===== src/hw/rtl/tias_pkg.sv =====
// Shared constants, codes and types of the tensor index address store.
package tias_pkg;

  // Store geometry; address arithmetic wraps modulo the depth, which is a power of two.
  localparam int unsigned STORE_DEPTH = 4096;
  localparam int unsigned MAX_AXES    = 4;
  localparam int unsigned WORD_BITS   = 32;

  localparam int unsigned ADDR_W   = $clog2(STORE_DEPTH);
  localparam int unsigned AX_W     = $clog2(MAX_AXES);
  localparam int unsigned IDX_W    = 12;
  localparam int unsigned DIM_W    = 13;
  localparam int unsigned NDIM_W   = 3;
  localparam int unsigned CNT_W    = 3;
  localparam int unsigned MODE_W   = 2;
  localparam int unsigned PROD_W   = ADDR_W + DIM_W;
  localparam int unsigned SUM_W    = PROD_W + 1;

  // Configuration port
  localparam int unsigned CFG_IDX_W  = 3;
  localparam int unsigned CFG_DATA_W = DIM_W;

  localparam logic [CFG_IDX_W-1:0] CFG_NUM_DIMS   = 3'd0;
  localparam logic [CFG_IDX_W-1:0] CFG_DIM_SIZE_0 = 3'd1;
  localparam logic [CFG_IDX_W-1:0] CFG_DIM_SIZE_1 = 3'd2;
  localparam logic [CFG_IDX_W-1:0] CFG_DIM_SIZE_2 = 3'd3;
  localparam logic [CFG_IDX_W-1:0] CFG_DIM_SIZE_3 = 3'd4;

  localparam logic [NDIM_W-1:0] NUM_DIMS_RST = 3'd1;
  localparam logic [DIM_W-1:0]  DIM_SIZE_RST = 13'd1;

  // Command queue between front and back
  localparam int unsigned QUEUE_DEPTH = 2;
  localparam int unsigned QPTR_W      = $clog2(QUEUE_DEPTH);
  localparam int unsigned QCNT_W      = $clog2(QUEUE_DEPTH + 1);

  typedef enum logic [MODE_W-1:0] {
    MODE_READ        = 2'd0,
    MODE_WRITE       = 2'd1,
    MODE_CONSTRAIN   = 2'd2,
    MODE_UNCONSTRAIN = 2'd3
  } mode_e;

  // Active tensor shape: axis count already clamped to 1..MAX_AXES
  typedef struct packed {
    logic [NDIM_W-1:0]                axes;
    logic [MAX_AXES-1:0][DIM_W-1:0]   dim;
  } cfg_t;

  // Classified item: count clamped to the axis count, unused indices zeroed
  typedef struct packed {
    mode_e                            mode;
    logic [CNT_W-1:0]                 count;
    logic [MAX_AXES-1:0][IDX_W-1:0]   idx;
    logic [WORD_BITS-1:0]             wdata;
  } cmd_t;

endpackage


===== src/hw/rtl/tias_queue.sv =====
// Short command queue between front and back ends.
module tias_queue (
  input  logic           clk_i,
  input  logic           rst_ni,
  input  logic           push_i,
  input  tias_pkg::cmd_t data_i,
  output logic           full_o,
  input  logic           pop_i,
  output logic           valid_o,
  output tias_pkg::cmd_t data_o
);
  import tias_pkg::*;

  cmd_t              slot_q [QUEUE_DEPTH];
  logic [QPTR_W-1:0] wr_q, rd_q;
  logic [QCNT_W-1:0] cnt_q;
  logic              do_push, do_pop;

  assign full_o  = (cnt_q == QCNT_W'(QUEUE_DEPTH));
  assign valid_o = (cnt_q != '0);
  assign data_o  = slot_q[rd_q];
  assign do_push = push_i && !full_o;
  assign do_pop  = pop_i && valid_o;

  always_ff @(posedge clk_i) begin
    if (do_push) begin
      slot_q[wr_q] <= data_i;
    end
  end

  always_ff @(posedge clk_i or negedge rst_ni) begin
    if (!rst_ni) begin
      wr_q  <= '0;
      rd_q  <= '0;
      cnt_q <= '0;
    end else begin
      if (do_push) begin
        wr_q <= (wr_q == QPTR_W'(QUEUE_DEPTH - 1)) ? '0 : wr_q + 1'b1;
      end
      if (do_pop) begin
        rd_q <= (rd_q == QPTR_W'(QUEUE_DEPTH - 1)) ? '0 : rd_q + 1'b1;
      end
      case ({do_push, do_pop})
        2'b10:   cnt_q <= cnt_q + 1'b1;
        2'b01:   cnt_q <= cnt_q - 1'b1;
        default: cnt_q <= cnt_q;
      endcase
    end
  end

endmodule


===== config.mk =====
export PLATFORM = sky130hd
export DESIGN_NAME = tias_queue
export DESIGN_NICKNAME = d
export VERILOG_FILES = /design/src/hw/rtl/tias_pkg.sv /design/src/hw/rtl/tias_queue.sv
export SDC_FILE = /design/constraint.sdc
export NUM_CORES = 1
export LEC_CHECK = 0
export BUFFER_PORTS_ARGS = -buffer_cell sky130_fd_sc_hd__buf_2
export CAP_MARGIN = 0
export CORE_ASPECT_RATIO = 0.7
export CORE_MARGIN = 3
export CORE_UTILIZATION = 45
export CTS_BUF_LIST = sky130_fd_sc_hd__clkbuf_8
export DETAILED_ROUTE_END_ITERATION = 7
export PLACE_DENSITY = 0.77
export SLEW_MARGIN = 20
export SYNTH_ARGS = -nofsm -noshare
export SYNTH_HDL_FRONTEND = slang
export SYNTH_SLANG_ARGS = --single-unit
export TNS_END_PERCENT = 5

===== constraint.sdc =====
create_clock -name clk_i -period 6.09 [get_ports clk_i]
set_clock_uncertainty 0.1 [all_clocks]
set_input_delay 0.9135 -clock clk_i [delete_from_list [all_inputs] [get_ports clk_i]]
set_output_delay 0.9135 -clock clk_i [all_outputs]
set_load 0.03 [all_outputs]

**After elaboration in Yosys (flattened, before gate mapping)**

Memories as Yosys holds them, arrays and structs flattened.
Index checks and enable logic that the tools add are counted.
Widths: inputs -> output; s select.

- Register bits after elaboration: 4
- Memory bits (writable): 170
- Input port bits: 89
- Output and inout bits: 87
- Logic and storage cells: 21
- Memories: 1

Memory list:

| memory | words | width | read ports | clocked after memory_dff | write ports | line | RTL |
|---|---|---|---|---|---|---|---|
| slot_q | 2 | 85 | 1 | 0 | 1 | tias_queue.sv:14 | `cmd_t slot_q [QUEUE_DEPTH];` |

- $add $sub $neg: 4
- Equal/unequal tests: 3
- Muxes and demuxes: 5
- Reductions and logical operators: 5

Operators with widths:

| operator | number |
|---|---|
| $eq 2x2->1 const B | 2 |
| $mux 1 | 4 |
| $pmux 2 s2 | 1 |
| $reduce_bool 2->1 | 2 |
| $add 1x1->1 const B | 2 |
| $add 2x1->2 const B | 1 |
| $eq 2x1->1 const B | 1 |
| $logic_and 1x1->1 | 2 |
| $sub 2x1->2 const B | 1 |
| $logic_not 1->1 | 1 |

**Longest topological paths before layout**

Gate-level depths: netlist of run 1.

- Depth after elaboration: 5
- Gate-level depth with buffers: 6

**Worst setup path before layout of run 1**

No wires, ideal clock.

- Kind: input to register
- Start point: in push_i
- End point: mem slot_q[0][0] (netlist name), enable pin
- Data arrival time: 4.551 ns
- Setup slack: 0.910 ns
- Stages on the path: 2
- Buffers on the path: 0
- Cells stage by stage: nand2_1 nor2_1

- Cells in the longest elaborated chain, start to end: 3

Ends and longest elaborated chain:

| element | line | RTL |
|---|---|---|
| start: declaration | tias_queue.sv:5 | `input logic push_i,` |
| $logic_and 1x1->1 | tias_queue.sv:22 | `assign do_push = push_i && !full_o;` |
| $mux 1 | tias_queue.sv:26 | `if (do_push) begin` |
| $mux 1 (not written as such) | tias_queue.sv:27 | `slot_q[wr_q] <= data_i;` |
| end: declaration | tias_queue.sv:14 |  |

Every way passes these cells.

==> metrics.md, run 1 <==
| Metric | Value |
|---|---|
| HPWL after DPL | `7840 microns` |
| Number of fill cells in the layout | `1088` |
| Least-Margin Pin Slew | `0.805 ns` |
| Synth area leader | `edfxtp_1` |
| Max cap viols | `0` |
| Worst IR Drop VDD | `285 uV` |
| H-tree Lvls | `4` |
| Slew HR | `46.2%` |
| Slew Viols, Final | `0` |
| Die H | `107 microns` |
| Ant diodes | `0` |
| Ys async rst share | `2.30%` |
| Die ar. | `0.0160 sq mm` |
| FP Rows | `36` |
| Final period util | `60.2%` |
| EDFF count, synth | `170` |
| CTS buffer count | `17` |
| Critical Path RT | `5.08 ns` |
| Synth Instances | `283` |
| Initial DRC count | `192` |
| Mapped Area | `0.00654 sq mm` |
| Hold Path Class | `in -> async` |
| Worst-skew pair later-pin latency | `0.45 ns` |
| Multi-input gate area | `0.00121 sq mm` |
| Count leader, synth | `edfxtp_1` |
| Class of the most critical setup path | `reg -> out` |
| WL final | `11600 microns` |
| Buffers on Ports | `175` |
| Ys flop type | `edfxtp_1` |
| Power, Total | `0.00417 W` |
| Number of routed nets with antenna violations | `0` |
| Startpoint types | `register` |
| Post-route insts no fill | `673` |
| First-pass GRT wire length | `17400 microns` |
| Min Tclk post-route | `3.66 ns` |
| Synth cell count leaders | `edfxtp_1, mux2_2, mux2_4` |
| Top cell type's share of synthesized area | `78.1%` |
| Hold-fix buffers, CTS | `0` |
| Outcome | `complete, no violations` |
| Layout Nets | `560` |
| Final TNS setup | `0 ns` |
| GPL Wtd Cong | `0.736` |
| Syn Area/Cell | `23.1 sq um` |
| Die X | `150 microns` |
| Initial Utilization | `46.5%` |
| Initial antenna violation count | `2` |
| Synth unique cells | `18` |
| CTS tree | `yes` |
| Placed insts | `641` |
| PwrDens | `520 mW/mm^2` |
| Final Setup Violations | `0` |
| Clk sinks | `174` |
| Pin count of the biggest net entering global routing | `60` |
| Share of cells above drive strength 1 | `61.9%` |
| Worst-path fanout max | `50` |
| GR Overflow Total | `0` |
| Endpoint class of the critical path | `primary output` |
| Core area | `0.0141 sq mm` |
| Vias in the first global route | `3425` |
| Vias | `3254` |
| Seq/Total Area, Yosys | `79.6%` |
| Crit path setup slack, layout | `2.43 ns` |
| Global routing usage on met1 | `18.1%` |
| Hold Fails Final Rpt | `0` |
| Synth area leaders | `edfxtp_1, mux2_4, mux2_2` |
| Critical Path AT | `2.65 ns` |
| Setup bufs post-CTS | `0` |
| Via density | `4.84` |
| Leakage dissipation | `3.10 nW` |
| Most Crowded Layer GR | `met2` |
| FF+latch count, synth | `174` |
| RSZ-0062 raised after global routing | `false` |
| Initial DRT Pass Iterations | `4` |
| GR met2 Demand/Resource | `23.1%` |
| Syn_nets | `373` |
| Met3 usage | `5.83%` |
| Synth warn | `0` |
| CTS clk-pin slew, worst paths | `0.09 ns` |
| Pre-CTS setup slack | `2.89 ns` |
| Achievable frequency | `273 MHz` |
| CTS Root Cell | `clkbuf_8` |
| DRC viols | `0` |
| Resize count post-CTS | `0` |
| Clock Tree Buf Depth | `2` |
| Sequential cell area | `0.00521 sq mm` |
| Total Routing Usage GR | `14.6%` |
| Drt wl/cell | `17.3 microns` |
| # IOs | `176` |
| Layout area overhead | `22.7%` |
[stage by stage]
step                      utilization, %  cell area (sq um)  hold WS [ns]
after CTS                           57.1               8020         0.106
final                               57.1               8020         0.143
after floorplan                        -               6540         0.357
after detailed placement            53.9               7580         0.381
after global routing                57.1               8020         0.107
after global placement              53.7               7550         0.372
[metal layers]
layer  up-vias  wire length (microns)
li1       1487                      -
met1      1596                   4930
met2       141                   5440
met3        26                   1030
met4         4                    195
met5         -                     21
[worst paths after layout]
| path | from | endpoint | slack, ns | cells past startpoint |
|---|---|---|---|---|
| worst max register to register | cnt_q[0] | slot_q[0][29] | 3.42 | 4 |
| worst max-delay path | rd_q | data_o[75] | 2.43 | 3 |
| max in group asynchronous | rst_ni | rd_q | 5.60 | 1 |
| worst min-delay path | rst_ni | wr_q | 0.14 | 1 |
| worst min register to register | cnt_q[1] | cnt_q[1] | 0.39 | 1 |
| min in group clk_i | cnt_q[1] | cnt_q[1] | 0.39 | 1 |
[sequential cells by signal (all words and copies together) (netlist names)]
| name | cells |
|---|---|
| wr_q | 1 |
| cnt_q | 2 |
| slot_q | 170 |
| rd_q | 1 |
[layout by cell type (no fill, tap or decap), drive strengths merged, types with 2 or more instances in the layout]
cell / synthesis / final
buf: 10 / 178
edfxtp: 170 / 170
mux2: 85 / 85
clkbuf: 0 / 17
clkinvlp: 0 / 5
inv: 1 / 5
bufinv: 0 / 4
dfrtp: 4 / 4
xnor2: 3 / 3
xor2: 2 / 2
nor2: 2 / 2
clkinv: 0 / 2
[power by group]
part	internal [W]	total (W)	switching, W
Clock	0.000451	0.000864	0.000413
Combinational	0.000580	0.00153	0.000954
Sequential	0.00164	0.00177	0.000136
[cell type report]
type	count	area share, %
Clock buffer	17	2.92
Clock inverter	15	2.57
Inverter	1	0.0468
Multi-Input combinational cell	98	15.1
Sequential cell	174	64.9
Tap cell	190	2.96
Timing Repair Buffer	178	11.4
[worst max-delay path, stage by stage (launching register included)]
cell and delay (ns):
dfrtp_4 0.90, buf_4 0.66, mux2_2 0.41, buf_2 0.18
[cells by family (layout without fill, tap and decap cells)]
logic type / Yosys count / count (layout) / synth area share (%)
flip-flops: 174 / 174 / 79.6
multiplexers: 85 / 85 / 16.9
buffers and inverters: 11 / 211 / 1.99
AND/OR/NAND/NOR: 7 / 7 / 0.555
XOR/XNOR: 5 / 5 / 0.670
adder cells (fa/ha/maj): 1 / 1 / 0.191
(Power assumes the default switching activity.)
==> run 2: changes to the inputs <==
--- a/config.mk
+++ b/config.mk
@@ -5,6 +5,7 @@
 export SDC_FILE = /design/constraint.sdc
 export NUM_CORES = 1
 export LEC_CHECK = 0
+export ABC_AREA = 1
 export BUFFER_PORTS_ARGS = -buffer_cell sky130_fd_sc_hd__buf_2
 export CAP_MARGIN = 0
 export CORE_ASPECT_RATIO = 0.7
==> constraint.sdc (replaced) <==
create_clock -name clk_i -period 3.8 [get_ports clk_i]
set_clock_uncertainty 0.1 [all_clocks]
set_input_delay 0.57 -clock clk_i [delete_from_list [all_inputs] [get_ports clk_i]]
set_output_delay 0.57 -clock clk_i [all_outputs]
set_load 0.03 [all_outputs]
==> run 2 against run 1 <==
Compared with the run above: setup slack worse by 1.3 ns; global-route usage up 2.8 points; sequential share of layout area up 1.4 points; largest power group unchanged; routed wire length up 14%; synthesized cell count up 68%; highest routed layer is now met4.
==> metrics.md, run 2 <==
| Metric | Value |
|---|---|
| CTS buffer count | `17` |
| Critical Path AT | `2.03 ns` |
| Die X | `149 microns` |
| Ys flop type | `edfxtp_1` |
| RSZ-0062 raised after global routing | `false` |
| Critical R2R Capture | `slot_q[0][22]` |
| Synth warn | `0` |
| Min Tclk post-route | `2.70 ns` |
| Initial DRT Pass Iterations | `5` |
| Synth unique cells | `14` |
| Final Setup Violations | `0` |
| Initial Utilization | `47.3%` |
| Endpoint of the worst hold path | `slot_q[0][49]` |
| H-tree Lvls | `4` |
| GPL Wtd Cong | `0.780` |
| Final TNS setup | `0 ns` |
| Number of fill cells in the layout | `1098` |
| Resize count post-CTS | `0` |
| Via density | `4.71` |
| Multi-input gate area | `0.00106 sq mm` |
| Drt wl/cell | `15.5 microns` |
| Most common cell after layout, fill and taps aside | `nand2_1` |
| Synth Instances | `476` |
| CTS Root Cell | `clkbuf_8` |
| Worst-skew pair later-pin latency | `0.43 ns` |
| Clock Tree Buf Depth | `2` |
| Max cap viols | `0` |
| Most flop-heavy register | `slot_q` |
| Crit-path most repeated cell | `nand2_1` |
| Reg2reg path depth | `5` |
| Synth area leader | `edfxtp_1` |
| Final period util | `71.0%` |
| PwrDens | `842 mW/mm^2` |
| Syn_nets | `566` |
| FP Rows | `35` |
| Commonest non-fill, non-tap cells in the layout | `nand2_1, buf_2, edfxtp_1, clkbuf_8, inv_1` |
| Core area | `0.0136 sq mm` |
| Worst IR Drop VDD | `457 uV` |
| Startpoint types | `register` |
| FF+latch count, synth | `174` |
| Total Routing Usage GR | `17.5%` |
| First-pass GRT wire length | `21200 microns` |
| Pin count of the biggest net entering global routing | `87` |
| Mapped Area | `0.00643 sq mm` |
| Die H | `106 microns` |
| Slew HR | `38.2%` |
| Die ar. | `0.0158 sq mm` |
| Share of cells above drive strength 1 | `31.9%` |
| # IOs | `176` |
| Hold Path Depth | `1` |
| Register-to-register setup slack | `1.76 ns` |
| Power, Total | `0.00661 W` |
| Endpoint class of the critical path | `primary output` |
| Seq/Total Area, Yosys | `81.0%` |
| Slew Viols, Final | `0` |
| Ys async rst share | `2.30%` |
| Final cell utilization of the core | `57.8%` |
| Class of the most critical setup path | `reg -> out` |
| Synth area leaders | `edfxtp_1, nand2_1, dfrtp_1` |
| Initial DRC count | `278` |
| Buffers on Ports | `175` |
| EDFF count, synth | `170` |
| Sequential cell area | `0.00521 sq mm` |
| Slowest stage delay, CP | `0.71 ns` |
| Top cell type's share of synthesized area | `79.4%` |
| Least-Margin Pin Slew | `0.926 ns` |
| DRC viols | `0` |
| Vias | `4036` |
| WL final | `13300 microns` |
| Clk sinks | `174` |
| CTS tree | `yes` |
| Vias in the first global route | `4265` |
| Critical Path RT | `3.13 ns` |
| Achievable frequency | `370 MHz` |
| CTS clk-pin slew, worst paths | `0.10 ns` |
| Hold Crit Start | `data_i[49]` |
| Hold Fails Final Rpt | `0` |
| Worst-path fanout max | `86` |
| Max FFs per register | `170` |
| Synth cell count leaders | `nand2_1, edfxtp_1, buf_2, inv_1, buf_6` |
| Crit-path cells | `buf_4 > nand2_1 > nand2_1 > buf_2` |
| Leakage dissipation | `3.40 nW` |
| Outcome | `complete, no violations` |
| HPWL after DPL | `8420 microns` |
| Regs by FF count | `slot_q (170), cnt_q (2)` |
| Syn Area/Cell | `13.5 sq um` |
| GR Overflow Total | `0` |
| Worst r2r src | `cnt_q[0]` |
| Hold Path Class | `in -> reg` |
| Layout area overhead | `22.2%` |
| Initial antenna violation count | `0` |
| Count leader, synth | `nand2_1` |
| Layout Nets | `747` |
| CP max stage cell | `buf_4` |
| Number of routed nets with antenna violations | `0` |
## run 2: worst max-delay path by stage
stage / startpoint / end / cells past startpoint
final: rd_q / data_o[13] / 4
after global routing: rd_q / data_o[24] / 4
after CTS: rd_q / data_o[72] / 5
after detailed placement: rd_q / data_o[72] / 5
after global placement: rd_q / data_o[84] / 4
after floorplan: push_i / slot_q[1][0] / 2
## run 2: cells by family after synthesis
| logic type | Yosys count | share of synthesized area (%) |
|---|---|---|
| and+or+nand+nor | 271 | 15.9 |
| adders and majority gates | 1 | 0.195 |
| buffers and inverters | 28 | 2.67 |
| AOI/OAI and AO/OA | 1 | 0.0778 |
| DFF | 174 | 81.0 |
| xor gates and xnor gates | 1 | 0.136 |
## run 2: what timing repair did
action | in CTS | in global routing
hold buffers | 1 | 0
setup buffers | 0 | 0
endpoints found under the hold margin | 4 | 0
## run 2: routing by layer
layer | routed length (microns) | part of all wire (%) | global-route usage [%]
met2 | 6550 | 49 | 29.5
met3 | 1080 | 8.1 | 6.14
met1 | 5570 | 42 | 21.5
met4 | 96 | 0.72 | 4.83
met5 | 0 | 0 | 0
## run 2: cell type report
class	count	area share, %
antenna	1	0.0319
clock buffer	17	2.98
clock inverter	15	1.59
inverter	9	0.446
multi-input combinational	274	13.5
sequential	174	66.3
tap	185	2.95
timing repair buffer	181	12.2
## run 2: worst max-delay path, delay by kind of cell (launching register included)
family	cells	cell delay, ns
buf+inv	2	0.92
simple gates	2	0.28
flops	1	0.37
## run 2: through the flow
stage	hold slack (ns)	worst slack (ns)	area [sq um]	std cells
3_3_place_gp	0.291	1.56	7480	822
5_1_grt	0.172	0.913	7850	855
2_1_floorplan	0.174	0.329	6430	476
3_5_place_dp	0.290	1.53	7480	822
4_1_cts	0.182	1.03	7850	855
6_report	0.216	1.10	7850	856
## run 2: power breakdown
group / switching, W / internal [W] / leakage [nW]
clock: 0.000697 / 0.000477 / 0.181
sequential: 0.000107 / 0.00261 / 1.63
combinational: 0.00206 / 0.000655 / 1.59
total: 0.00287 / 0.00374 / 3.40
==> run 3: changes to the inputs <==
--- a/config.mk
+++ b/config.mk
@@ -13,7 +13,7 @@
 export CORE_UTILIZATION = 45
 export CTS_BUF_LIST = sky130_fd_sc_hd__clkbuf_8
 export DETAILED_ROUTE_END_ITERATION = 7
-export PLACE_DENSITY = 0.77
+export PLACE_DENSITY = 0.8
 export SLEW_MARGIN = 20
 export SYNTH_ARGS = -nofsm -noshare
 export SYNTH_HDL_FRONTEND = slang
==> constraint.sdc (replaced) <==
create_clock -name clk_i -period 2.43 [get_ports clk_i]
set_clock_uncertainty 0.1 [all_clocks]
set_input_delay 0.3645 -clock clk_i [delete_from_list [all_inputs] [get_ports clk_i]]
set_output_delay 0.3645 -clock clk_i [all_outputs]
set_load 0.03 [all_outputs]
==> run 3 against run 2 <==
Compared with the run above: sequential cell count did not move; routed wire length rose by 11%; combinational power rose by 65%; final cell count rose by 9.3%; critical endpoint is now data_o[74]; largest cell class unchanged; highest routed layer unchanged.
==> metrics.md, run 3 (synthesized netlist as in run 2, its figures left out) <==
| Metric | Value |
|---|---|
| CTS tree | `yes` |
| Finished Cell Area | `0.00873 sq mm` |
| Critical Path AT | `1.86 ns` |
| GR Overflow Total | `0` |
| Instance count on the critical path | `5` |
| Number of routed nets with antenna violations | `0` |
| Total Routing Usage GR | `18.7%` |
| Initial DRC count | `241` |
| Slew Viols, Final | `0` |
| CTS clk-pin slew, worst paths | `0.08 ns` |
| WL final | `14800 microns` |
| H-tree Lvls | `4` |
| DRC viols | `0` |
| Combinational power share | `42.1%` |
| Crit path from | `rd_q` |
| Hold Path Depth | `1` |
| CP max stage cell | `dfrtp_2` |
| Clock Tree Buf Depth | `2` |
| Die ar. | `0.0158 sq mm` |
| Slew HR | `62.2%` |
| Startpoint types | `register` |
| Least-Margin Pin Slew | `0.561 ns` |
| Drt wl/cell | `15.8 microns` |
| Buffers on Ports | `175` |
| Class of the most critical setup path | `reg -> out` |
| Ant diodes | `0` |
| Core area | `0.0136 sq mm` |
| Pin count of the biggest net entering global routing | `87` |
| Sequential group share of total power | `40.0%` |
| Critical R2R Capture | `slot_q[1][54]` |
| Clock power frac | `17.9%` |
| Vias in the first global route | `4677` |
| Die X | `149 microns` |
| Hold Crit Start | `data_i[6]` |
| Final period util | `95.7%` |
| Final Setup Violations | `0` |
| Critical Path RT | `1.97 ns` |
| CTS buffer count | `17` |
| Endpoint class of the critical path | `primary output` |
| GPL Wtd Cong | `0.731` |
| Largest delay share family, worst path | `buffers and inverters` |
| PwrDens | `1220 mW/mm^2` |
| Crit-path cells | `inv_2 > buf_12 > nand2_1 > nand2_1 > buf_2` |
| HPWL after DPL | `8800 microns` |
| Sequential cell area | `0.00521 sq mm` |
| Initial antenna violation count | `0` |
| Endpoint of the worst hold path | `slot_q[1][6]` |
| # IOs | `176` |
| Leakage dissipation | `3.76 nW` |
| Worst IR Drop VDD | `772 uV` |
| Min Tclk post-route | `2.33 ns` |
| P_sw | `0.00449 W` |
| Internal power | `0.00619 W` |
| Die H | `106 microns` |
| Initial DRT Pass Iterations | `4` |
| Layout area overhead | `35.9%` |
| Vias | `4467` |
| Reg2reg path depth | `4` |
| Hold Fails Final Rpt | `0` |
| Max cap viols | `0` |
| Outcome | `complete, no violations` |
| Power, Total | `0.0107 W` |
| First-pass GRT wire length | `22800 microns` |
| Number of buffer and inverter stages on the critical path | `3` |
| Setup bufs post-CTS | `0` |
| Worst-path fanout max | `24` |
| Cell Area, Placed | `0.00756 sq mm` |
| Hold Path Class | `in -> reg` |
| Initial Utilization | `47.3%` |
| Slowest stage delay, CP | `0.44 ns` |
| CTS Root Cell | `clkbuf_8` |
| Sw frac | `42.0%` |
| Layout Nets | `829` |
| Clk sinks | `174` |
| Max FFs per register | `170` |
| Worst r2r src | `cnt_q[1]` |
| Regs by FF count | `slot_q (170), cnt_q (2)` |
| Achievable frequency | `430 MHz` |
| Share of cells above drive strength 1 | `29.2%` |
| Register-to-register setup slack | `0.57 ns` |
| Commonest non-fill, non-tap cells in the layout | `nand2_1, buf_2, edfxtp_1, dlygate4sd3_1, clkbuf_8` |
| Via density | `4.77` |
| FP Rows | `35` |
| Crit-path most repeated cell | `nand2_1` |
| Number of fill cells in the layout | `987` |
| Placed insts | `825` |
| Final TNS setup | `0 ns` |
| Worst-skew pair later-pin latency | `0.43 ns` |
| Most common cell after layout, fill and taps aside | `nand2_1` |
| Most flop-heavy register | `slot_q` |
| Multi-input gate area | `0.00107 sq mm` |
| Post-route insts no fill | `936` |
run 3: cell count changes in the layout (fill, tap and decap cells not counted), sizes merged:
cell	delta
clkinvlp	+3
inv	-5
buf	+3
clkinv	-1
bufinv	+2
diode	-1
dlygate4sd3	+79
run 3: routing by layer:
| metal | GRT usage, % | routed length, microns | vias to the layer above | share of wire, % |
|---|---|---|---|---|
| met5 | 0 | 0 | - | 0 |
| met4 | 6.79 | 299 | 0 | 2.0 |
| met3 | 5.03 | 963 | 26 | 6.5 |
| met2 | 33.4 | 7690 | 195 | 52 |
| met1 | 21.8 | 5840 | 2127 | 39 |
| li1 | - | - | 2119 | - |
run 3: timing repair:
item / in CTS / in global routing
hold buffers: 66 / 14
gates resized for setup: 0 / 0
hold endpoints to repair: 132 / 27
run 3: layout make-up:
cell class                 instances  share of cell area [%]
sequential                       174                    59.6
timing repair buffer             263                    20.7
multi-input combinational        274                    12.2
clock buffer                      17                    2.68
tap                              185                    2.65
clock inverter                    14                    1.63
inverter                           9                   0.430
run 3: power groups by stage:
stage               Sequential [W]  Combinational (W)  Clock, W
finish                     0.00427            0.00449   0.00192
global route               0.00433            0.00486   0.00208
CTS                        0.00427            0.00451   0.00197
detailed placement         0.00433            0.00442         0
global placement           0.00430            0.00432         0
floorplan                  0.00430            0.00309         0
run 3: through the flow:
stage | worst slack [ns] | util, % | hold slack [ns]
finish | 0.104 | 64.3 | 0.0387
global route | -0.0271 | 64.3 | 0.00108
CTS | 0.112 | 63.3 | 0.000102
detailed placement | 0.556 | 55.7 | 0.0857
global placement | 0.614 | 55.7 | 0.0810
floorplan | -0.0824 | - | -0.0311
run 3: worst max-delay path by stage:
stage | end | slack [ns]
6_report | data_o[74] | 0.10
5_1_grt | data_o[74] | -0.03
4_1_cts | data_o[60] | 0.11
3_5_place_dp | slot_q[1][79] | 0.56
3_3_place_gp | slot_q[1][58] | 0.61
2_1_floorplan | slot_q[0][0] | -0.08
