===== config.mk =====
export PLATFORM = sky130hd
export DESIGN_NAME = tias_front_flat
export DESIGN_NICKNAME = d
export VERILOG_FILES = /design/src/hw/rtl/tias_pkg.sv /design/src/hw/rtl/tias_in_if.sv /design/src/hw/rtl/tias_front.sv /design/src/flat_wrapper.sv
export SDC_FILE = /design/constraint.sdc
export NUM_CORES = 1
export LEC_CHECK = 0
export BUFFER_PORTS_ARGS = -buffer_cell sky130_fd_sc_hd__buf_2
export CAP_MARGIN = 40
export CORE_MARGIN = 3
export CORE_UTILIZATION = 30
export CTS_BUF_LIST = sky130_fd_sc_hd__clkbuf_4 sky130_fd_sc_hd__clkbuf_8 sky130_fd_sc_hd__clkbuf_16
export CTS_CLUSTER_SIZE = 20
export DETAILED_ROUTE_END_ITERATION = 16
export GPL_TIMING_DRIVEN = 0
export PLACE_DENSITY = 0.67
export SYNTH_ARGS = -nofsm -noshare
export SYNTH_HDL_FRONTEND = slang
export SYNTH_SLANG_ARGS = --single-unit

===== constraint.sdc =====
create_clock -name clk_i -period 2.7 [get_ports clk_i]
set_input_delay 0.27 -clock clk_i [delete_from_list [all_inputs] [get_ports clk_i]]
set_output_delay 0.27 -clock clk_i [all_outputs]
set_load 0.05 [all_outputs]

===== src/hw/rtl/tias_pkg.sv =====
// Shared constants, codes and types of the tensor index address store.
package tias_pkg;

  // Store geometry; address arithmetic wraps modulo the depth, which is a power of two.
  localparam int unsigned STORE_DEPTH = 4096;
  localparam int unsigned MAX_AXES    = 4;
  localparam int unsigned WORD_BITS   = 32;

  localparam int unsigned ADDR_W   = $clog2(STORE_DEPTH);
  localparam int unsigned AX_W     = $clog2(MAX_AXES);
  localparam int unsigned IDX_W    = 12;
  localparam int unsigned DIM_W    = 13;
  localparam int unsigned NDIM_W   = 3;
  localparam int unsigned CNT_W    = 3;
  localparam int unsigned MODE_W   = 2;
  localparam int unsigned PROD_W   = ADDR_W + DIM_W;
  localparam int unsigned SUM_W    = PROD_W + 1;

  // Configuration port
  localparam int unsigned CFG_IDX_W  = 3;
  localparam int unsigned CFG_DATA_W = DIM_W;

  localparam logic [CFG_IDX_W-1:0] CFG_NUM_DIMS   = 3'd0;
  localparam logic [CFG_IDX_W-1:0] CFG_DIM_SIZE_0 = 3'd1;
  localparam logic [CFG_IDX_W-1:0] CFG_DIM_SIZE_1 = 3'd2;
  localparam logic [CFG_IDX_W-1:0] CFG_DIM_SIZE_2 = 3'd3;
  localparam logic [CFG_IDX_W-1:0] CFG_DIM_SIZE_3 = 3'd4;

  localparam logic [NDIM_W-1:0] NUM_DIMS_RST = 3'd1;
  localparam logic [DIM_W-1:0]  DIM_SIZE_RST = 13'd1;

  // Command queue between front and back
  localparam int unsigned QUEUE_DEPTH = 2;
  localparam int unsigned QPTR_W      = $clog2(QUEUE_DEPTH);
  localparam int unsigned QCNT_W      = $clog2(QUEUE_DEPTH + 1);

  typedef enum logic [MODE_W-1:0] {
    MODE_READ        = 2'd0,
    MODE_WRITE       = 2'd1,
    MODE_CONSTRAIN   = 2'd2,
    MODE_UNCONSTRAIN = 2'd3
  } mode_e;

  // Active tensor shape: axis count already clamped to 1..MAX_AXES
  typedef struct packed {
    logic [NDIM_W-1:0]                axes;
    logic [MAX_AXES-1:0][DIM_W-1:0]   dim;
  } cfg_t;

  // Classified item: count clamped to the axis count, unused indices zeroed
  typedef struct packed {
    mode_e                            mode;
    logic [CNT_W-1:0]                 count;
    logic [MAX_AXES-1:0][IDX_W-1:0]   idx;
    logic [WORD_BITS-1:0]             wdata;
  } cmd_t;

endpackage


===== src/hw/rtl/tias_in_if.sv =====
// Input item channel of the tensor index address store.
interface tias_in_if;
  import tias_pkg::*;

  logic                  valid;
  logic                  ready;
  logic [MODE_W-1:0]     mode;
  logic [CNT_W-1:0]      index_count;
  logic [IDX_W-1:0]      idx_0;
  logic [IDX_W-1:0]      idx_1;
  logic [IDX_W-1:0]      idx_2;
  logic [IDX_W-1:0]      idx_3;
  logic [WORD_BITS-1:0]  write_value;

  modport source (
    output valid, mode, index_count, idx_0, idx_1, idx_2, idx_3, write_value,
    input  ready
  );

  modport sink (
    input  valid, mode, index_count, idx_0, idx_1, idx_2, idx_3, write_value,
    output ready
  );

endinterface


===== src/hw/rtl/tias_front.sv =====
// Front end: configuration registers and classification of input items.
module tias_front (
  input  logic                            clk_i,
  input  logic                            rst_ni,
  input  logic                            cfg_we_i,
  input  logic [tias_pkg::CFG_IDX_W-1:0]  cfg_idx_i,
  input  logic [tias_pkg::CFG_DATA_W-1:0] cfg_wdata_i,
  tias_in_if.sink                         in_i,
  input  logic                            q_full_i,
  output logic                            push_o,
  output tias_pkg::cmd_t                  cmd_o,
  output tias_pkg::cfg_t                  cfg_o
);
  import tias_pkg::*;

  logic [NDIM_W-1:0]              num_dims_q;
  logic [MAX_AXES-1:0][DIM_W-1:0] dim_q;
  logic [NDIM_W-1:0]              axes;
  logic [CNT_W-1:0]               count;
  logic [MAX_AXES-1:0][IDX_W-1:0] idx_raw;

  always_ff @(posedge clk_i or negedge rst_ni) begin
    if (!rst_ni) begin
      num_dims_q <= NUM_DIMS_RST;
      dim_q      <= {MAX_AXES{DIM_SIZE_RST}};
    end else if (cfg_we_i) begin
      case (cfg_idx_i)
        CFG_NUM_DIMS:   num_dims_q <= cfg_wdata_i[NDIM_W-1:0];
        CFG_DIM_SIZE_0: dim_q[0]   <= cfg_wdata_i;
        CFG_DIM_SIZE_1: dim_q[1]   <= cfg_wdata_i;
        CFG_DIM_SIZE_2: dim_q[2]   <= cfg_wdata_i;
        CFG_DIM_SIZE_3: dim_q[3]   <= cfg_wdata_i;
        default: ;
      endcase
    end
  end

  // Clamp the axis count to 1..MAX_AXES
  always_comb begin
    if (num_dims_q == '0) begin
      axes = NDIM_W'(1);
    end else if (num_dims_q > NDIM_W'(MAX_AXES)) begin
      axes = NDIM_W'(MAX_AXES);
    end else begin
      axes = num_dims_q;
    end
  end

  assign cfg_o.axes = axes;
  assign cfg_o.dim  = dim_q;

  assign idx_raw = {in_i.idx_3, in_i.idx_2, in_i.idx_1, in_i.idx_0};

  // Saturate the index count, zero indices beyond it
  always_comb begin
    count = (in_i.index_count > axes) ? axes : in_i.index_count;
    for (int i = 0; i < MAX_AXES; i++) begin
      cmd_o.idx[i] = (CNT_W'(i) < count) ? idx_raw[i] : '0;
    end
    cmd_o.mode  = mode_e'(in_i.mode);
    cmd_o.count = count;
    cmd_o.wdata = in_i.write_value;
  end

  assign in_i.ready = !q_full_i;
  assign push_o     = in_i.valid && !q_full_i;

endmodule


===== src/flat_wrapper.sv =====
// flat-port wrapper written by rule: the top's interface ports become plain ports
module tias_front_flat import tias_pkg::*;
  (clk_i, rst_ni, cfg_we_i, cfg_idx_i, cfg_wdata_i, q_full_i, push_o, cmd_o, cfg_o, in_i_valid, in_i_mode, in_i_index_count, in_i_idx_0, in_i_idx_1, in_i_idx_2, in_i_idx_3, in_i_write_value, in_i_ready);
  tias_in_if in_i_i ();
  input  logic clk_i;
  input  logic rst_ni;
  input  logic cfg_we_i;
  input  logic [tias_pkg::CFG_IDX_W-1:0] cfg_idx_i;
  input  logic [tias_pkg::CFG_DATA_W-1:0] cfg_wdata_i;
  input  logic q_full_i;
  output logic push_o;
  output tias_pkg::cmd_t cmd_o;
  output tias_pkg::cfg_t cfg_o;
  input wire logic [$bits(in_i_i.valid)-1:0] in_i_valid;
  input wire logic [$bits(in_i_i.mode)-1:0] in_i_mode;
  input wire logic [$bits(in_i_i.index_count)-1:0] in_i_index_count;
  input wire logic [$bits(in_i_i.idx_0)-1:0] in_i_idx_0;
  input wire logic [$bits(in_i_i.idx_1)-1:0] in_i_idx_1;
  input wire logic [$bits(in_i_i.idx_2)-1:0] in_i_idx_2;
  input wire logic [$bits(in_i_i.idx_3)-1:0] in_i_idx_3;
  input wire logic [$bits(in_i_i.write_value)-1:0] in_i_write_value;
  output wire logic [$bits(in_i_i.ready)-1:0] in_i_ready;
  assign in_i_i.valid = in_i_valid;
  assign in_i_i.mode = in_i_mode;
  assign in_i_i.index_count = in_i_index_count;
  assign in_i_i.idx_0 = in_i_idx_0;
  assign in_i_i.idx_1 = in_i_idx_1;
  assign in_i_i.idx_2 = in_i_idx_2;
  assign in_i_i.idx_3 = in_i_idx_3;
  assign in_i_i.write_value = in_i_write_value;
  assign in_i_ready = in_i_i.ready;
  tias_front u_core (.clk_i(clk_i), .rst_ni(rst_ni), .cfg_we_i(cfg_we_i), .cfg_idx_i(cfg_idx_i), .cfg_wdata_i(cfg_wdata_i), .in_i(in_i_i), .q_full_i(q_full_i), .push_o(push_o), .cmd_o(cmd_o), .cfg_o(cfg_o));
endmodule

# After elaboration in Yosys (flattened, before gate mapping)
# Cells that the tools add are included.
word_totals:
  register_bits: 55
  in_bits: 106
  out_inout_bits: 142
  elab_cells: 31
op_classes:
  order_cmp: 6
  eq_ne: 4
  n_mux: 7
  reduce_logical: 9
op_table:
  columns: ["operator", "count"]
  rows:
  - ["$mux 12", 4]
  - ["$reduce_and 2->1", 5]
  - ["$mux 3", 3]
  - ["$eq 3x2->1 const B", 2]
  - ["$logic_not 3->1", 2]
  - ["$lt 1x3->1 const A", 2]
  - ["$lt 2x3->1 const A", 2]
  - ["$eq 3x1->1 const B", 1]
  - ["$eq 3x3->1 const B", 1]
  - ["$gt 3x3->1", 1]
  - ["$gt 3x3->1 const B", 1]
  - ["$logic_and 1x1->1", 1]
  - ["$logic_not 1->1", 1]

# Depth between registers and ports, before layout
# Gate-level depths: netlist of the first run.
logic_depth:
  depth_word: 7
  mapped_depth: 9
  ltp_nobuf: 7

# Worst setup path before layout of the first run
# No wires, ideal clock.
synth_path:
  path_kind: "register to output"
  startpoint: "reg u_core.num_dims_q[0]"
  endpoint: "out cmd_o[44] (netlist name)"
  arrival_time_ps: 3731
  required_ps: 2430
  slack_ps: -1301
  stages_incl_launch_ff: 9
  path_buffers: 1
  path_cell_list: "dfstp_2 inv_1 a21oi_1 ha_1 and3b_4 a2111oi_0 a211oi_2 buf_6 a21boi_0"
synth_lines:
  columns: ["element", "line_no", "rtl"]
  rows:
  - ["start: declaration", "tias_front.sv:16", "logic [NDIM_W-1:0] num_dims_q;"]
  - ["start signal: assignment", "tias_front.sv:28", "CFG_NUM_DIMS: num_dims_q <= cfg_wdata_i[NDIM_W-1:0];"]
  - ["end: declaration", "flat_wrapper.sv:12", "output tias_pkg::cmd_t cmd_o;"]

==> results of run 1 <==
## how the worst max path moves through the flow
stage | depth (start not counted) | to
finish | 11 | cmd_o[35]
detailed placement | 8 | cmd_o[35]
global route | 11 | cmd_o[59]
global placement | 8 | cmd_o[35]
floorplan | 8 | cmd_o[68]
CTS | 11 | cmd_o[58]
## kinds of logic (layout without fill, tap and decap cells)
group | count (synthesis) | after routing | share of synthesized area (%)
fa+ha+maj | 3 | 3 | 1.22
compound gates | 45 | 45 | 13.2
flops | 55 | 55 | 44.8
simple gates | 33 | 33 | 5.96
mux | 54 | 54 | 19.7
other cells | 0 | 3 | 0
buf+inv | 82 | 326 | 15.2
## critical path: stages (launching register included)
cell and delay [ns]:
dfstp_2 0.55, inv_2 0.05, a21oi_4 0.15, ha_2 0.17, and3b_4 0.22, buf_4 0.14, a2111oi_4 0.34, a211oi_4 0.07
buf_12 0.15, buf_12 0.15, a41oi_4 0.17, buf_6 0.19
## timing repair
| item | CTS | global route |
|---|---|---|
| hold buffers | 1 | 0 |
| resized for setup | 135 | 13 |
| endpoints found under the setup margin | 51 | 51 |
| pin swaps | 12 | 7 |
| hold endpoints to repair | 23 | 0 |
| setup buffers | 11 | 9 |
| gates cloned | 1 | 2 |
## stage by stage
step           hold slack (ns)  std cells
4_1_cts                  0.225        640
3_3_place_gp             0.485        618
6_report                 0.232        652
3_5_place_dp             0.293        619
5_1_grt                  0.229        652
2_1_floorplan          -0.0256        272
## power by group
part	internal (mW)	total (mW)	switching (mW)	leakage (nW)
Combinational	1.23	3.45	2.22	2.04
Clock	0.192	0.450	0.258	0.0446
Sequential	1.02	1.11	0.0927	0.652
Total	2.44	5.01	2.57	2.74
## state kept, by name, indices dropped and copies added, names as in the netlist
| register | count |
|---|---|
| u_core.num_dims_q | 3 |
| u_core.cfg_o | 52 |
## Yosys cell counts (all sizes together)
| cell | number | area share [%] |
|---|---|---|
| mux2 | 53 | 19 |
| dfrtp | 50 | 41 |
| buf | 46 | 11 |
| inv | 32 | 3.9 |
| nor2b | 14 | 2.8 |
| a21boi | 12 | 2.9 |
| a31oi | 12 | 2.4 |
| a41oi | 12 | 5.6 |
| nand2 | 6 | 0.73 |
| dfstp | 5 | 4.3 |
| clkbuf | 4 | 0.49 |
| nor2 | 4 | 0.49 |
| ha | 3 | 1.2 |
| nand3 | 3 | 0.49 |
| o21ai | 3 | 0.49 |
| a211oi | 2 | 0.81 |
| a2111oi | 1 | 0.28 |
| a211o | 1 | 0.28 |
| a21oi | 1 | 0.16 |
| and3 | 1 | 0.20 |
| and3b | 1 | 0.41 |
| mux2i | 1 | 0.32 |
| nand2b | 1 | 0.20 |
| nand4 | 1 | 0.20 |
| nor3 | 1 | 0.16 |
| nor3b | 1 | 0.24 |
| o211ai | 1 | 0.24 |
## metal layers
metal / share of wire (%) / up-vias / GRT usage (%)
met5: 0 / - / 0
met4: 2.6 / 0 / 5.05
met3: 9.1 / 20 / 5.58
met2: 55 / 152 / 36.4
met1: 33 / 1431 / 18.8
li1: - / 1400 / -
## layout make-up
type	instances	area share (%)
antenna	3	0.132
buffer	50	8.53
clock buffer	6	1.34
clock inverter	2	0.220
inverter	32	2.11
multi-input combinational	135	31.5
sequential	55	24.3
tap	133	2.92
timing repair buffer	236	29.0
==> flow_summary.ini, run 1 <==
[outcome]
run_status = complete, but fails checks
violations = setup timing

[setup_path]
r2r_start = u_core.num_dims_q[0]
worst-path-max-fanout = 10
cp_data_arrival_time_ns = 2.66
timing.critical_path.from_type = flop
setup.worst_path.class = reg -> out
worstSetupStartpoint = u_core.num_dims_q[0]
critical_path_required_time_ns = 2.43
worst-r2r-cell-count = 4
worstSetupEndpointType = output pin
timing.rr.end = u_core.num_dims_q[0]
r2r_slack_ns = 1.64

[logic_synthesis]
synth_fp_nets = 381
synth.avg_cell_area_um2 = 11.3
yosysWarnings = 0
synth.distinct_cells = 31
yosysSeqAreaShare_pct = 44.8
post_synth_instance_area_um2 = 3090
number_of_cells_produced_by_synthesis = 272
postSynthRegisterBits = 55

[timing]
timing.slew.headroom_pct = 56.0
skew_ns = 0
final_worst_path_cycle_share_pct = 109
clock.fmax_mhz = 341
maxSlewViolCount = 0
tightestPinTransition_ns = 0.661
rsz0062_at_grt = true
final.setup.tns_ns = -8.62
setup-violations-final = 50
timing_hold_violations_final = 0
finalWorstSetupSlack_ns = -0.231
final.min_clock_period_ns = 2.93

[cells_and_area]
final_common_cell = buf_2
finalNetCount = 624
final_core_utilization_pct = 57.5
area.growth.synth_to_final_pct = 84.5
final_design_area_no_fill_um2 = 5690
multiInputGateArea_um2 = 1790
final-seq-area_um2 = 1380
post_route_cells_drive_above_1_share_pct = 78.7
layout_common_cells = 165 x buf_2, 53 x mux2_2, 51 x buf_6, 49 x buf_4, 49 x dfrtp_1
final.fill_count = 816

[grt]
grt_usage_pct = 18.5
grt_antenna_before_repair = 3
grt_start_max_net_pins = 33
grt_overflow_total = 0
number_of_global_route_vias_before_repair = 3136
wire_length_of_the_first_global_routing_pass_mm = 16.8

[routing]
drc_markers = 0
drt-wirelength-per-cell_um = 17.6
final_ant_viol_nets = 0
detail_route.iter0.violations = 94
first_pass_iters = 4
routed_via_density = 4.61
total_wire_length_mm = 11.5
via_count = 3003

[floorplan]
die_w_um = 107
coreArea_um2 = 9910
ioPinCount = 248
dieArea_um2 = 11500
initial_utilization_pct = 31.1
fp.dieH_um = 107
core.rowCount = 36

[power_and_ir_drop]
post-layout-total-power_mw = 5.01
power.density_cell_area_nw_per_um2 = 880
power_leakage_nw = 2.74
vdd_ir_drop_max_mv = 0.543

[clocking]
clock_sinks = 55
clockBufferDepth = 2
clockRootBuffer = clkbuf_8
cts-htree-levels = 2
clk_latency_ns = 0.30
cts_buffers = 5
clkSlewWorstSetupHoldPaths_ns = 0.10
cts_tree = done

[place]
detailedPlace.worstSlack_ns = -0.378
place.port_buffers = 213
place.detailed.hpwl_mm = 8.53
placedInstanceArea_um2 = 4840
gp_routability_congestion = 0.802

[worst_hold_path]
timing.hold.worst.class = in -> reg
min_delay_path_depth = 2
worstHoldStart = cfg_wdata_i[3]
hold_end = u_core.cfg_o[16]

[flow_run]
drv_cap = 0
No activity file was read; power rests on OpenSTA's default activity.
==> run 2: changes to the inputs <==
--- a/config.mk
+++ b/config.mk
@@ -5,7 +5,8 @@
 export SDC_FILE = /design/constraint.sdc
 export NUM_CORES = 1
 export LEC_CHECK = 0
-export BUFFER_PORTS_ARGS = -buffer_cell sky130_fd_sc_hd__buf_2
+export ABC_CLOCK_PERIOD_IN_PS = 2700
+export BUFFER_PORTS_ARGS = -buffer_cell sky130_fd_sc_hd__buf_4
 export CAP_MARGIN = 40
 export CORE_MARGIN = 3
 export CORE_UTILIZATION = 30
==> run 2 against run 1 <==
The flow still finishes with violations (setup timing); non-clock buffer count is 4 higher; maximum frequency is 1.4% lower; utilization is 6.0 points higher; clock skew stayed put; die area stayed put; clock-buffer cell count stayed put; design area is 10% higher; clock power is 5.1% higher; global-route usage is 0.10 points lower; wire length is 1.6% higher; power is 7.0% higher; sequential share of layout area is 2.3 points lower; largest cell class unchanged; highest routed layer unchanged.
==> flow_summary.ini, run 2 (synthesized netlist as in run 1, its figures left out) <==
[outcome]
run_status = complete, but fails checks
violations = setup timing

[clocking]
cts_buffers = 5
cts_tree = done
clockBufferDepth = 2
clkSlewWorstSetupHoldPaths_ns = 0.10
cts-htree-levels = 2
clk_latency_ns = 0.29
clockRootBuffer = clkbuf_8
clock_sinks = 55

[cells_and_area]
post_route_cells_drive_above_1_share_pct = 80.8
area.growth.synth_to_final_pct = 104
finalNetCount = 628
final_core_utilization_pct = 63.4
largest_register_ff_count = 52
final_common_cell = buf_4
final.fill_count = 770
final_design_area_no_fill_um2 = 6290
antennaDiodeCount = 0
layout_common_cells = 214 x buf_4, 53 x mux2_2, 49 x dfrtp_1, 43 x buf_6, 29 x inv_1

[routing]
drc_markers = 0
detail_route.iter0.violations = 85
via_count = 2986
total_wire_length_mm = 11.7
final_ant_viol_nets = 0
routed_via_density = 4.57
first_pass_iters = 4
drt-wirelength-per-cell_um = 17.9

[timing]
finalWorstSetupSlack_ns = -0.271
timing_hold_violations_final = 0
maxSlewViolCount = 0
tightestPinTransition_ns = 0.673
final_worst_path_cycle_share_pct = 110
final.min_clock_period_ns = 2.97
rsz0062_at_grt = true
clock.fmax_mhz = 337
timing.slew.headroom_pct = 55.2
skew_ns = 0
setup-violations-final = 51

[floorplan]
die_w_um = 107
ioPinCount = 248
fp.dieH_um = 107
core.rowCount = 36
initial_utilization_pct = 31.1
coreArea_um2 = 9910
dieArea_um2 = 11500

[setup_path]
critical_path_required_time_ns = 2.43
critPathSlowestCell = dfstp_2
cp_data_arrival_time_ns = 2.70
slowest_delay_ns = 0.55
setup.worst_path.class = reg -> out
timing.critical_path.from_type = flop
critical_path.cell_chain = inv_2 -> a21oi_4 -> ha_2 -> and3b_4 -> a211oi_4 -> mux2i_4 -> buf_12 -> buf_8 -> clkbuf_16 -> a31oi_4 -> buf_6
worst-path-max-fanout = 5
worstSetupEndpointType = output pin

[power_and_ir_drop]
cellInternalPower_mw = 2.72
vdd_ir_drop_max_mv = 0.501
post-layout-total-power_mw = 5.36
power_frac_comb_pct = 70.2
share_of_power_burned_in_the_clock_network_pct = 8.8
power_switching_share_pct = 49.2
power_leakage_nw = 2.99
netSwitchingPower_mw = 2.63
power.density_cell_area_nw_per_um2 = 852
seq_power_share_pct = 20.9

[flow_run]
drv_cap = 0

[grt]
number_of_global_route_vias_before_repair = 3136
grt_overflow_total = 0
wire_length_of_the_first_global_routing_pass_mm = 16.8
grt_antenna_before_repair = 0
grt_start_max_net_pins = 56
grt_usage_pct = 18.4

[place]
place.detailed.hpwl_mm = 8.66
gp_routability_congestion = 0.771
placedInstanceArea_um2 = 5350
place.port_buffers = 213

[worst_hold_path]
timing.hold.worst.class = in -> async
## run 2: metal layers
layer / global-route usage (%) / wire length [um]
met1: 18.9 / 3940
met2: 37.1 / 6470
met3: 5.58 / 1070
met4: 2.43 / 171
met5: 0 / 0
## run 2: power by group through the flow
stage	clock [mW]	combinational (mW)	sequential, mW
after floorplan	0	1.63	1.74
after global placement	0	3.06	1.12
after detailed placement	0	3.08	1.13
after CTS	0.490	3.61	1.12
after global routing	0.529	3.90	1.15
final	0.473	3.76	1.12
## run 2: timing repair
item / CTS / global route
pin swaps: 8 / 27
resized for setup: 102 / 27
endpoints found under the setup margin: 51 / 51
gates cloned: 5 / 3
buffers inserted: 16 / 4
hold buffers: 0 / 0
## run 2: final timing paths
| path | endpoint | cells after the start | startpoint | slack, ns |
|---|---|---|---|---|
| hold / removal | u_core.cfg_o[32] | 1 | rst_ni | 0.000004 |
| max in group asynchronous | u_core.num_dims_q[2] | 1 | rst_ni | 2.22 |
| setup reg to reg | u_core.num_dims_q[0] | 4 | u_core.num_dims_q[0] | 1.61 |
| min in group clk_i | u_core.cfg_o[11] | 2 | cfg_wdata_i[11] | 0.22 |
| setup / recovery | cmd_o[57] | 11 | u_core.num_dims_q[0] | -0.27 |
| hold reg to reg | u_core.cfg_o[21] | 1 | u_core.cfg_o[21] | 0.52 |
## run 2: worst max-delay path: cells and delay by family, from the launching register on
family / cells / cell delay (ns)
AND/OR/NAND/NOR: 1 / 0.22
flip-flops: 1 / 0.55
multiplexers: 1 / 0.31
buffers and inverters: 5 / 0.66
adder cells (fa/ha/maj): 1 / 0.17
AO/OA/AOI/OAI: 3 / 0.50
## run 2: area by class of cell
cell class / instances / area, um^2 / share of cell area, %
Inverter: 32 / 125 / 1.99
Buffer: 50 / 477 / 7.58
Multi-Input combinational cell: 135 / 1870 / 29.8
Timing Repair Buffer: 240 / 2160 / 34.4
Clock buffer: 6 / 82.6 / 1.31
Sequential cell: 55 / 1380 / 22.0
Clock inverter: 2 / 16.3 / 0.259
Tap cell: 133 / 166 / 2.65
## run 2: per-stage QoR
| stage | cells | hold WS [ns] | TNS [ns] | setup slack, ns |
|---|---|---|---|---|
| after floorplan | 272 | -0.0256 | -6.83 | -0.204 |
| after global placement | 618 | 0.349 | -6.85 | -0.241 |
| after detailed placement | 618 | 0.359 | -9.44 | -0.303 |
| after CTS | 647 | 0.0208 | -8.78 | -0.223 |
| after global routing | 653 | 0.0385 | -15.15 | -0.357 |
| final | 653 | 0.00000411 | -10.66 | -0.271 |
==> run 3: changes to the inputs <==
--- a/config.mk
+++ b/config.mk
@@ -15,6 +15,7 @@
 export DETAILED_ROUTE_END_ITERATION = 16
 export GPL_TIMING_DRIVEN = 0
 export PLACE_DENSITY = 0.67
+export SKIP_CTS_REPAIR_TIMING = 1
 export SYNTH_ARGS = -nofsm -noshare
 export SYNTH_HDL_FRONTEND = slang
 export SYNTH_SLANG_ARGS = --single-unit
==> run 3 against run 2 <==
Design area shrank 6.9%; non-clock buffer count is 13 lower; the run ends with hold timing, setup timing left; global-route usage is 1.8 points lower; hold slack lost 0.0010 ns.
==> flow_summary.ini, run 3 (synthesized netlist as in run 1, its figures left out) <==
[outcome]
run_status = complete, but fails checks
violations = hold timing, setup timing

[cells_and_area]
final_core_utilization_pct = 59.1
final-seq-area_um2 = 1380
finish.cell_count_without_fillers = 640
post_route_cells_drive_above_1_share_pct = 78.5
largest_register_ff_count = 52
final_common_cell = buf_4
layout_common_cells = 236 x buf_4, 53 x mux2_2, 49 x dfrtp_1, 31 x inv_1, 23 x buf_6
finalNetCount = 615
multiInputGateArea_um2 = 1790
area.growth.synth_to_final_pct = 89.6
antennaDiodeCount = 0
final.fill_count = 852

[timing]
timing_hold_violations_final = 7
final.hold.worst_slack_ns = -0.00100
tightestPinTransition_ns = 0.673
skew_ns = 0
maxSlewViolCount = 0
final.min_clock_period_ns = 2.94
setup-violations-final = 51
final.setup.tns_ns = -9.99
timing.slew.headroom_pct = 55.2
finalWorstSetupSlack_ns = -0.243
final_worst_path_cycle_share_pct = 109
rsz0062_at_grt = true
clock.fmax_mhz = 340

[grt]
grt_usage_pct = 16.6
grt_overflow_total = 0
number_of_global_route_vias_before_repair = 2853
grt_start_max_net_pins = 56
wire_length_of_the_first_global_routing_pass_mm = 15.2
grt_antenna_before_repair = 0

[setup_path]
worstSetupStartpoint = u_core.num_dims_q[0]
cp_data_arrival_time_ns = 2.67
worst-path-max-fanout = 5
setup.worst_path.class = reg -> out
worstSetupEndpointType = output pin
timing.critical_path.from_type = flop
r2r_start = u_core.num_dims_q[0]
critical_path_required_time_ns = 2.43
r2r_slack_ns = 1.73
critical_path.endpoint = cmd_o[58]
worst-r2r-cell-count = 3
timing.rr.end = u_core.num_dims_q[0]

[worst_hold_path]
timing.hold.worst.class = in -> async

[power_and_ir_drop]
power_leakage_nw = 2.79
vdd_ir_drop_max_mv = 0.497
power.density_cell_area_nw_per_um2 = 853

[routing]
total_wire_length_mm = 10.9
first_pass_iters = 4
via_count = 2884
drc_markers = 0
routed_via_density = 4.51
detail_route.iter0.violations = 85
drt-wirelength-per-cell_um = 17.1
final_ant_viol_nets = 0

[clocking]
clk_latency_ns = 0.29
cts_tree = done
clkSlewWorstSetupHoldPaths_ns = 0.10
cts_buffers = 5
cts-htree-levels = 2
clock_sinks = 55
clockBufferDepth = 2
clockRootBuffer = clkbuf_8

[floorplan]
die_w_um = 107
initial_utilization_pct = 31.1
fp.dieH_um = 107
coreArea_um2 = 9910
ioPinCount = 248
dieArea_um2 = 11500
core.rowCount = 36

[place]
post-place-cells = 618
place.port_buffers = 213
detailedPlace.worstSlack_ns = -0.303
place.detailed.hpwl_mm = 8.66
gp_routability_congestion = 0.771

[flow_run]
drv_cap = 0
run 3: metal layers:
metal	up-vias	share of wire [%]	GRT usage (%)
met5	-	0	0
met4	0	0.90	2.43
met3	9	9.9	5.88
met2	126	55	31.9
met1	1384	34	17.6
li1	1365	-	-
run 3: report_power, final:
group	total, mW	switching (mW)	internal [mW]
clock network	0.473	0.263	0.210
registers	1.12	0.107	1.02
logic	3.40	2.16	1.24
run 3: worst max-delay path: stages, from the launching register on:
cell	delay (ns)
dfstp_2	0.55
inv_2	0.05
a21oi_4	0.15
ha_2	0.17
and3b_4	0.21
a211oi_4	0.27
mux2i_4	0.30
buf_12	0.15
buf_8	0.12
clkbuf_16	0.15
a31oi_4	0.08
buf_6	0.17
run 3: worst min-delay path by stage:
| stage | from | endpoint | slack [ns] | cells after the start |
|---|---|---|---|---|
| 2_1_floorplan | rst_ni | u_core.cfg_o[10] | -0.03 | 0 |
| 5_1_grt | rst_ni | u_core.cfg_o[22] | 0.04 | 1 |
| 3_5_place_dp | rst_ni | u_core.cfg_o[32] | 0.36 | 1 |
| 3_3_place_gp | rst_ni | u_core.cfg_o[45] | 0.35 | 1 |
| 4_1_cts | rst_ni | u_core.cfg_o[37] | 0.02 | 1 |
| 6_report | rst_ni | u_core.cfg_o[32] | -0.001 | 1 |
run 3: cell type report:
cell class                      count  share of cell area (%)
Buffer                             50                    7.74
Clock buffer                        6                    1.41
Clock inverter                      2                   0.278
Inverter                           32                    2.05
Multi-Input combinational cell    135                    30.5
Sequential cell                    55                    23.6
Tap cell                          133                    2.84
Timing Repair Buffer              227                    31.5
run 3: metrics by stage:
stage | power [mW] | area, um^2
4_1_cts | 4.70 | 5450
5_1_grt | 5.20 | 5850
6_report | 4.99 | 5850
2_1_floorplan | 3.37 | 3580
3_5_place_dp | 4.22 | 5350
3_3_place_gp | 4.18 | 5350
